$ cat src/dhd_pkg.sv
// Shared widths and codes for the detection head decode unit.
package dhd_pkg;

    // Input element and score widths
    localparam int VALUE_W      = 16;
    localparam int FRAC_BITS    = 12;   // Q4.12 inverse ratio
    localparam int RATIO_W      = 16;
    localparam int PAD_W        = 12;
    localparam int CLASS_W      = 8;
    localparam int ANCHOR_OUT_W = 15;
    localparam int SIZE_OUT_W   = 15;
    localparam int EDGE_OUT_W   = 16;

    // Corner after centre-to-edge conversion: (2*x - w) / 32, 13 bits signed
    localparam int COORD_W = 13;
    // Box size in whole pixels: w >> 4
    localparam int SIZE_PX_W = 12;

    // Row element positions
    localparam int POS_W          = 9;  // up to 4 + 255
    localparam int BOX_FIELDS     = 4;
    localparam int OBJ_POS        = 4;
    localparam int FIRST_CLASS_POS = 5;
    localparam int MAX_CLASSES    = 255;

    // Configuration register indexes
    localparam int CFG_INDEX_W = 3;
    localparam int CFG_DATA_W  = 16;

    typedef enum logic [CFG_INDEX_W-1:0] {
        CFG_SCORE_THRESHOLD = 3'd0,
        CFG_CLASS_COUNT     = 3'd1,
        CFG_PAD_WIDTH       = 3'd2,
        CFG_PAD_HEIGHT      = 3'd3,
        CFG_INVERSE_RATIO   = 3'd4
    } cfg_index_t;

    // Reset values of the configuration registers
    localparam logic [15:0]          RST_SCORE_THRESHOLD = 16'd16384;
    localparam logic [CLASS_W-1:0]   RST_CLASS_COUNT     = 8'd80;
    localparam logic [RATIO_W-1:0]   RST_INVERSE_RATIO   = 16'd4096;

endpackage

$ cat src/detection_head_decode_unit.sv
// Top level of the detection head decode unit: row tracking, class maximum and box output.
//
// Streams a detection head's output one 16-bit value per transaction, row by row:
// x, y, w, h (Q12.4 pixels), objectness, then class_count class scores (Q0.16).
// s_tuser[0] marks the first value of a frame and restarts the row and anchor counts.
// One value is taken every cycle unless the input stalls; a row of 5 + class_count
// values (a class_count of zero counts as one) yields at most one box transaction
// when (best class score * objectness) >> 16 is strictly above score_threshold.
// The path has two register stages: a row-end capture register, then the result
// register that holds m_tdata; the input stalls only when both are full and the
// master side is not ready. Box edges are truncated toward zero, padding is
// removed and the Q4.12 inverse ratio applied, then edges saturate to 16-bit
// signed and sizes to 32767. Configuration writes take effect at once and should
// only be made while no row is in flight.
module detection_head_decode_unit
    import dhd_pkg::*;
#(
    parameter int MAX_ANCHORS = 32768
) (
    input  logic                   aclk,
    input  logic                   aresetn,

    // Configuration write port
    input  logic                   cfg_we,
    input  logic [CFG_INDEX_W-1:0] cfg_index,
    input  logic [CFG_DATA_W-1:0]  cfg_wdata,

    input  logic                   s_tvalid,
    output logic                   s_tready,
    input  logic [15:0]            s_tdata,   // [15:0] value
    input  logic [0:0]             s_tuser,   // [0] frame_start

    output logic                   m_tvalid,
    input  logic                   m_tready,
    // [14:0] anchor_index, [22:15] class_id, [38:23] score, [54:39] box_left,
    // [70:55] box_top, [85:71] box_width, [100:86] box_height, [103:101] zero
    output logic [103:0]           m_tdata
);

    localparam int AW = (MAX_ANCHORS > 1) ? $clog2(MAX_ANCHORS) : 1;

    // Configuration registers
    logic [15:0]        score_threshold_reg;
    logic [CLASS_W-1:0] class_count_reg;
    logic [PAD_W-1:0]   pad_width_reg;
    logic [PAD_W-1:0]   pad_height_reg;
    logic [RATIO_W-1:0] inverse_ratio_reg;

    always_ff @(posedge aclk) begin
        if (!aresetn) begin
            score_threshold_reg <= RST_SCORE_THRESHOLD;
            class_count_reg     <= RST_CLASS_COUNT;
            pad_width_reg       <= '0;
            pad_height_reg      <= '0;
            inverse_ratio_reg   <= RST_INVERSE_RATIO;
        end else if (cfg_we) begin
            case (cfg_index_t'(cfg_index))
                CFG_SCORE_THRESHOLD: score_threshold_reg <= cfg_wdata;
                CFG_CLASS_COUNT:     class_count_reg     <= cfg_wdata[CLASS_W-1:0];
                CFG_PAD_WIDTH:       pad_width_reg       <= cfg_wdata[PAD_W-1:0];
                CFG_PAD_HEIGHT:      pad_height_reg      <= cfg_wdata[PAD_W-1:0];
                CFG_INVERSE_RATIO:   inverse_ratio_reg   <= cfg_wdata[RATIO_W-1:0];
                default: ;  // writes beyond the register list are dropped
            endcase
        end
    end

    // ------------------------------------------------------------------
    // Row tracking, done on each accepted transaction
    // ------------------------------------------------------------------
    logic [POS_W-1:0]   pos_reg, pos_next;
    logic [AW-1:0]      anchor_reg, anchor_next;
    logic [VALUE_W-1:0] box_reg [BOX_FIELDS];
    logic [VALUE_W-1:0] obj_reg;
    logic [VALUE_W-1:0] best_reg, best_next;
    logic [CLASS_W-1:0] best_idx_reg, best_idx_next;

    logic               s_accept;
    logic [VALUE_W-1:0] value;
    logic [POS_W-1:0]   pos_cur;
    logic [AW-1:0]      anchor_cur;
    logic [CLASS_W-1:0] cc_eff;
    logic [POS_W-1:0]   last_pos;
    logic               row_end;

    // Stage handshake
    logic snap_valid_reg;
    logic snap_advance;

    assign snap_advance = !m_tvalid || m_tready;
    assign s_tready     = !snap_valid_reg || snap_advance;
    assign s_accept     = s_tvalid && s_tready;
    assign value        = s_tdata[VALUE_W-1:0];

    always_comb begin
        // Frame start clears position and anchor before the value is taken
        pos_cur    = s_tuser[0] ? '0 : pos_reg;
        anchor_cur = s_tuser[0] ? '0 : anchor_reg;

        if (class_count_reg == '0) begin
            cc_eff = CLASS_W'(1);
        end else if (32'(class_count_reg) > MAX_CLASSES) begin
            cc_eff = CLASS_W'(MAX_CLASSES);
        end else begin
            cc_eff = class_count_reg;
        end
        last_pos = POS_W'(OBJ_POS) + POS_W'(cc_eff);
        row_end  = pos_cur >= last_pos;

        // Running first maximum over the class scores
        best_next     = best_reg;
        best_idx_next = best_idx_reg;
        if (pos_cur == POS_W'(FIRST_CLASS_POS)) begin
            best_next     = value;
            best_idx_next = '0;
        end else if (pos_cur > POS_W'(FIRST_CLASS_POS) && value > best_reg) begin
            best_next     = value;
            best_idx_next = CLASS_W'(pos_cur - POS_W'(FIRST_CLASS_POS));
        end

        if (row_end) begin
            pos_next    = '0;
            anchor_next = (anchor_cur == AW'(MAX_ANCHORS - 1)) ? '0 : AW'(anchor_cur + 1'b1);
        end else begin
            pos_next    = POS_W'(pos_cur + 1'b1);
            anchor_next = anchor_cur;
        end
    end

    always_ff @(posedge aclk) begin
        if (!aresetn) begin
            pos_reg    <= '0;
            anchor_reg <= '0;
        end else if (s_accept) begin
            pos_reg    <= pos_next;
            anchor_reg <= anchor_next;
        end
    end

    // Payload registers: written only by accepted values in their row slot
    always_ff @(posedge aclk) begin
        if (s_accept) begin
            if (pos_cur < POS_W'(BOX_FIELDS)) begin
                box_reg[pos_cur[1:0]] <= value;
            end
            if (pos_cur == POS_W'(OBJ_POS)) begin
                obj_reg <= value;
            end
            best_reg     <= best_next;
            best_idx_reg <= best_idx_next;
        end
    end

    // ------------------------------------------------------------------
    // Row-end capture: freeze what the result needs, corners already formed
    // ------------------------------------------------------------------
    logic        [ANCHOR_OUT_W-1:0] snap_anchor_reg;
    logic        [CLASS_W-1:0]      snap_class_reg;
    logic        [VALUE_W-1:0]      snap_best_reg;
    logic        [VALUE_W-1:0]      snap_obj_reg;
    logic signed [COORD_W-1:0]      snap_left_reg;
    logic signed [COORD_W-1:0]      snap_top_reg;
    logic        [SIZE_PX_W-1:0]    snap_w_reg;
    logic        [SIZE_PX_W-1:0]    snap_h_reg;

    logic signed [COORD_W+4:0] left_d, top_d;
    logic signed [COORD_W-1:0] left_c, top_c;

    // Corner = (2*centre - size) / 32, truncated toward zero
    always_comb begin
        left_d = $signed({1'b0, box_reg[0], 1'b0}) - $signed({2'b00, box_reg[2]});
        top_d  = $signed({1'b0, box_reg[1], 1'b0}) - $signed({2'b00, box_reg[3]});
        left_c = COORD_W'((left_d + $signed({{(COORD_W){1'b0}}, {5{left_d[COORD_W+4]}}}))
                          >>> 5);
        top_c  = COORD_W'((top_d + $signed({{(COORD_W){1'b0}}, {5{top_d[COORD_W+4]}}}))
                          >>> 5);
    end

    always_ff @(posedge aclk) begin
        if (!aresetn) begin
            snap_valid_reg <= 1'b0;
        end else if (s_accept && row_end) begin
            snap_valid_reg <= 1'b1;
        end else if (snap_advance) begin
            snap_valid_reg <= 1'b0;
        end
    end

    always_ff @(posedge aclk) begin
        if (s_accept && row_end) begin
            snap_anchor_reg <= ANCHOR_OUT_W'(anchor_cur);
            snap_class_reg  <= best_idx_next;
            snap_best_reg   <= best_next;
            snap_obj_reg    <= obj_reg;
            snap_left_reg   <= left_c;
            snap_top_reg    <= top_c;
            snap_w_reg      <= box_reg[2][VALUE_W-1:4];
            snap_h_reg      <= box_reg[3][VALUE_W-1:4];
        end
    end

    // ------------------------------------------------------------------
    // Score, threshold and unscaling into the result register
    // ------------------------------------------------------------------
    logic [2*VALUE_W-1:0]         score_prod;
    logic [VALUE_W-1:0]           score;
    logic                         emit;
    logic signed [EDGE_OUT_W-1:0] left_u, top_u, w_u, h_u;

    assign score_prod = snap_best_reg * snap_obj_reg;
    assign score      = score_prod[2*VALUE_W-1:VALUE_W];
    assign emit       = score > score_threshold_reg;

    dhd_unscale u_unscale_left (
        .coord         (snap_left_reg),
        .pad           (pad_width_reg),
        .inverse_ratio (inverse_ratio_reg),
        .result        (left_u)
    );

    dhd_unscale u_unscale_top (
        .coord         (snap_top_reg),
        .pad           (pad_height_reg),
        .inverse_ratio (inverse_ratio_reg),
        .result        (top_u)
    );

    // Sizes are never negative, so the upper clamp alone applies
    dhd_unscale u_unscale_width (
        .coord         ($signed({1'b0, snap_w_reg})),
        .pad           ('0),
        .inverse_ratio (inverse_ratio_reg),
        .result        (w_u)
    );

    dhd_unscale u_unscale_height (
        .coord         ($signed({1'b0, snap_h_reg})),
        .pad           ('0),
        .inverse_ratio (inverse_ratio_reg),
        .result        (h_u)
    );

    logic         m_tvalid_reg;
    logic [103:0] m_tdata_reg;

    always_ff @(posedge aclk) begin
        if (!aresetn) begin
            m_tvalid_reg <= 1'b0;
        end else if (snap_advance) begin
            m_tvalid_reg <= snap_valid_reg && emit;
        end
    end

    always_ff @(posedge aclk) begin
        if (snap_advance && snap_valid_reg) begin
            m_tdata_reg <= {3'b000,
                            h_u[SIZE_OUT_W-1:0],
                            w_u[SIZE_OUT_W-1:0],
                            top_u,
                            left_u,
                            score,
                            snap_class_reg,
                            snap_anchor_reg};
        end
    end

    assign m_tvalid = m_tvalid_reg;
    assign m_tdata  = m_tdata_reg;

endmodule

$ cat src/dhd_unscale.sv
// Removes letterbox padding from one box coordinate and scales it to original pixels.
module dhd_unscale
    import dhd_pkg::*;
(
    input  logic signed [COORD_W-1:0]    coord,
    input  logic        [PAD_W-1:0]      pad,
    input  logic        [RATIO_W-1:0]    inverse_ratio,
    output logic signed [EDGE_OUT_W-1:0] result
);

    localparam int DIFF_W = COORD_W + 1;
    localparam int PROD_W = DIFF_W + RATIO_W + 1;
    localparam int QUO_W  = PROD_W - FRAC_BITS;

    logic signed [DIFF_W-1:0] diff;
    logic signed [PROD_W-1:0] prod;
    logic signed [PROD_W-1:0] biased;
    logic signed [QUO_W-1:0]  quo;
    logic                     overflow;

    always_comb begin
        diff   = DIFF_W'(coord) - $signed({2'b00, pad});
        prod   = PROD_W'(diff) * $signed({{(PROD_W-RATIO_W){1'b0}}, inverse_ratio});
        // Bias negatives so the shift truncates toward zero
        biased = prod + $signed({{(PROD_W-FRAC_BITS){1'b0}},
                                 {FRAC_BITS{prod[PROD_W-1]}}});
        quo    = QUO_W'(biased >>> FRAC_BITS);
        overflow = (quo[QUO_W-1:EDGE_OUT_W-1] != {(QUO_W-EDGE_OUT_W+1){1'b0}}) &&
                   (quo[QUO_W-1:EDGE_OUT_W-1] != {(QUO_W-EDGE_OUT_W+1){1'b1}});
        if (overflow) begin
            result = quo[QUO_W-1] ? {1'b1, {(EDGE_OUT_W-1){1'b0}}}
                                  : {1'b0, {(EDGE_OUT_W-1){1'b1}}};
        end else begin
            result = quo[EDGE_OUT_W-1:0];
        end
    end

endmodule
$ cat config.mk
export PLATFORM = sky130hd
export DESIGN_NAME = detection_head_decode_unit
export DESIGN_NICKNAME = d
export VERILOG_FILES = /design/src/dhd_pkg.sv /design/src/detection_head_decode_unit.sv /design/src/dhd_unscale.sv
export SDC_FILE = /design/constraint.sdc
export NUM_CORES = 2
export LEC_CHECK = 0
export BUFFER_PORTS_ARGS = -buffer_cell sky130_fd_sc_hd__buf_2
export CORE_MARGIN = 5
export CORE_UTILIZATION = 29
export DETAILED_ROUTE_END_ITERATION = 16
export GPL_TIMING_DRIVEN = 0
export RECOVER_POWER = 50
export SLEW_MARGIN = 20
export SYNTH_ARGS = -nofsm -noshare
export SYNTH_HDL_FRONTEND = slang
export SYNTH_SLANG_ARGS = --single-unit
$ cat constraint.sdc
create_clock -name aclk -period 10.4 [get_ports aclk]
set_input_delay 1.56 -clock aclk [delete_from_list [all_inputs] [get_ports aclk]]
set_output_delay 1.56 -clock aclk [all_outputs]
set_load 0.005 [all_outputs]
==> out/qor.csv <==
stage,metric,value,unit
global_routing,pin count of the biggest net entering global routing,58,
cts,Max clock buf depth,3,
setup_path,critical path's slowest cell,fa_2,
final_layout,layout cell share with drive strength beyond 1,7.71,%
cts,"Hold-fix buffers, CTS",0,
setup_path,FF-to-FF setup slack,-0.06,ns
cts,cts bufs inserted,49,
setup_path,reg2reg path depth,49,
floorplanning,Die W,442,um
global_routing,antenna violations before repair,13,
setup_path,critical path launch point type,register,
pwr,Peak VDD IR,121,uV
setup_path,Levels on crit path,49,
drt,post-route ant nets,0,
run_status,status,"finished, violations left",
final_layout,Largest register FFs,101,
timing,setup TNS,-0.517,ns
setup_path,max incr delay on CP,0.56,ns
floorplanning,Rows,158,
placed_design,DP Area,58100,um^2
drt,routed len/inst,18.8,um
final_layout,Nets,7441,
timing,post-layout min period,10.46,ns
yosys,Cells after Synth,5754,
timing,final-report setup violation count,12,
placed_design,Port Buffers,142,
floorplanning,Ports,147,
yosys,asr flop ratio synth,0,%
worst_hold_path,Hold EP,snap_obj_reg[1],
drt,DRT Pass-1 Iters,8,
setup_path,Crit path required time,10.92,ns
final_layout,Post-Route Utilization,32.9,%
final_layout,"commonest non-fill, non-tap cell in the layout",inv_1,
global_routing,vias in the first global route,42906,
cts,clk slew on worst S/H paths,0.06,ns
yosys,Netlist cell types,106,
yosys,Synth area leader,fa_1,
yosys,post-synthesis sequential area ratio,20.5,%
timing,relative slew slack,-19.3,%
timing,max-slew violations,50,
timing,Slew @ Worst Pin,1.79,ns
timing,RSZ-0062 raised after global routing,true,
final_layout,area delta synth->final,12.8,%
setup_path,critical path's top delay family,adder cells,
setup_path,Worst R2R End,m_tdata[58],
timing,Final Skew,0.0379,ns
cts,CTS tree,yes,
worst_hold_path,Worst Min Path Start,obj_reg[1],
floorplanning,Initial Utilization,29.2,%
yosys,top post-synthesis cells by area,"fa_1 (30%), edfxtp_1 (17%), ha_1 (13%), inv_1 (7.2%), nand2_1 (6.5%)",
floorplanning,Die Ht,442,um
timing,Final Hold Vio Count,0,
setup_path,crit path capture type,register,
run_status,failing checks,"max-capacitance violations, max-slew violations, negative setup slack",
setup_path,worst r2r src,pad_height_reg[0],
yosys,number of synthesized flops with an enable pin,310,
worst_hold_path,worst hold path type,reg2reg,
setup_path,CP max FO,7,
yosys,Synth warnings,0,
drt,vias per cell,4.77,
global_routing,GRT overflow,0,
setup_path,"Arr. time, crit path",10.98,ns
timing,Final period util,101,%
yosys,Synth Area per Inst,9.40,um^2
drt,DR iter-0 viols,2514,
timing,final worst slack,-0.0583,ns
global_routing,overall global routing resource usage,16.1,%
yosys,mapped cell area,54100,um^2
placed_design,DP Wirelength,127,mm
cts,CTS sink cnt,400,
pwr,Power Dens Cells,91.9,nW/um^2
cts,Clk Tree Root Cell,clkbuf_16,
final_layout,fin area,61100,um^2
cts,H-tree levels,2,
final_layout,"commonest non-fill, non-tap cells in the layout","inv_1 (1033), nand2_1 (939), fa_1 (801), ha_1 (566), and2_1 (324)",
flow_run,max_cap viols,2,
floorplanning,Die ar.,195000,um^2
global_routing,global-route wire length before repair,248,mm
yosys,top_reg_cell synth,edfxtp_1,
timing,fmax,0.0956,GHz
setup_path,worst path bufs/invs,8,
placed_design,GPL Wtd Cong,0.925,
worst_hold_path,hold depth,0,
yosys,share of the synthesized area in the top cell type,29.9,%
setup_path,critical path class,reg2reg,
cts,"Clk Latency, worst-skew pair",0.68,ns
drt,drt drc,0,
drt,aggregate routed wire length,160,mm
floorplanning,Core Area,185000,um^2
pwr,Pleak,27.4,nW
yosys,register bit total from synthesis,400,
drt,Via Count,40759,
area by class of cell:
| cell class | instances | area (um^2) |
|---|---|---|
| Buffer | 244 | 1130 |
| Timing Repair Buffer | 212 | 1210 |
| Fill cell | 19203 | 124000 |
| Tap cell | 2480 | 3100 |
| Clock buffer | 62 | 1320 |
| Inverter | 1044 | 3930 |
| Clock inverter | 28 | 318 |
| Sequential cell | 400 | 11100 |
| Multi-Input combinational cell | 4067 | 38900 |
| Antenna cell | 9 | 22.5 |
cell usage after synthesis, types with 56 or more instances:
| library cell | number |
|---|---|
| inv_1 | 1040 |
| nand2_1 | 944 |
| fa_1 | 809 |
| ha_1 | 573 |
| and2_1 | 327 |
| edfxtp_1 | 310 |
| clkbuf_1 | 223 |
| a21oi_1 | 212 |
| nor2_1 | 190 |
| nor2b_1 | 108 |
| o21ai_0 | 108 |
| xnor2_1 | 97 |
| dfxtp_1 | 90 |
| xor2_1 | 77 |
| nand3_1 | 56 |
cell families after synthesis:
kind of cell               share of synthesized area, %
adders and majority gates                          43.2
DFF                                                20.5
AOI/OAI and AO/OA                                  7.75
buffers and inverters                              9.06
xor gates and xnor gates                           2.89
and+or+nand+nor                                    16.0
muxes                                             0.555
other                                           0.00693
worst max path at each step:
stage	from	end	slack, ns
after floorplan	pad_height_reg[1]	m_tdata[68]	0.004
after global placement	pad_height_reg[1]	m_tdata[68]	-2.14
after detailed placement	pad_height_reg[0]	m_tdata[69]	-1.99
after CTS	pad_height_reg[0]	m_tdata[65]	0.002
after global routing	pad_height_reg[0]	m_tdata[68]	-0.46
final	pad_height_reg[0]	m_tdata[58]	-0.06
report_power, final:
group / internal, mW / switching (mW) / total, mW
combinational: 0.830 / 1.24 / 2.07
clock: 0.987 / 0.772 / 1.76
sequential: 1.76 / 0.0120 / 1.78
total: 3.58 / 2.03 / 5.61
timing repair:
action	CTS	global route
pin swaps	31	56
cloned	0	3
gates resized for setup	130	123
setup endpoints to repair	32	32
buffers inserted	35	26
routing by layer:
layer / global-route usage, % / wire [um]
met2: 27.4 / 76800
met5: 0 / 10
met4: 7.32 / 8380
met1: 20.0 / 64500
met3: 2.71 / 10800
per-stage QoR:
stage | worst slack, ns | std cells | power, mW | hold slack (ns)
after floorplan | 0.00420 | 5756 | 3.20 | 0.400
after global placement | -2.14 | 8378 | 3.66 | 0.400
after detailed placement | -1.99 | 8385 | 3.68 | 0.405
after CTS | 0.00208 | 8509 | 5.55 | 0.411
after global routing | -0.460 | 8542 | 5.98 | 0.413
final | -0.0583 | 8546 | 5.61 | 0.412
(Power assumes the default switching activity.)
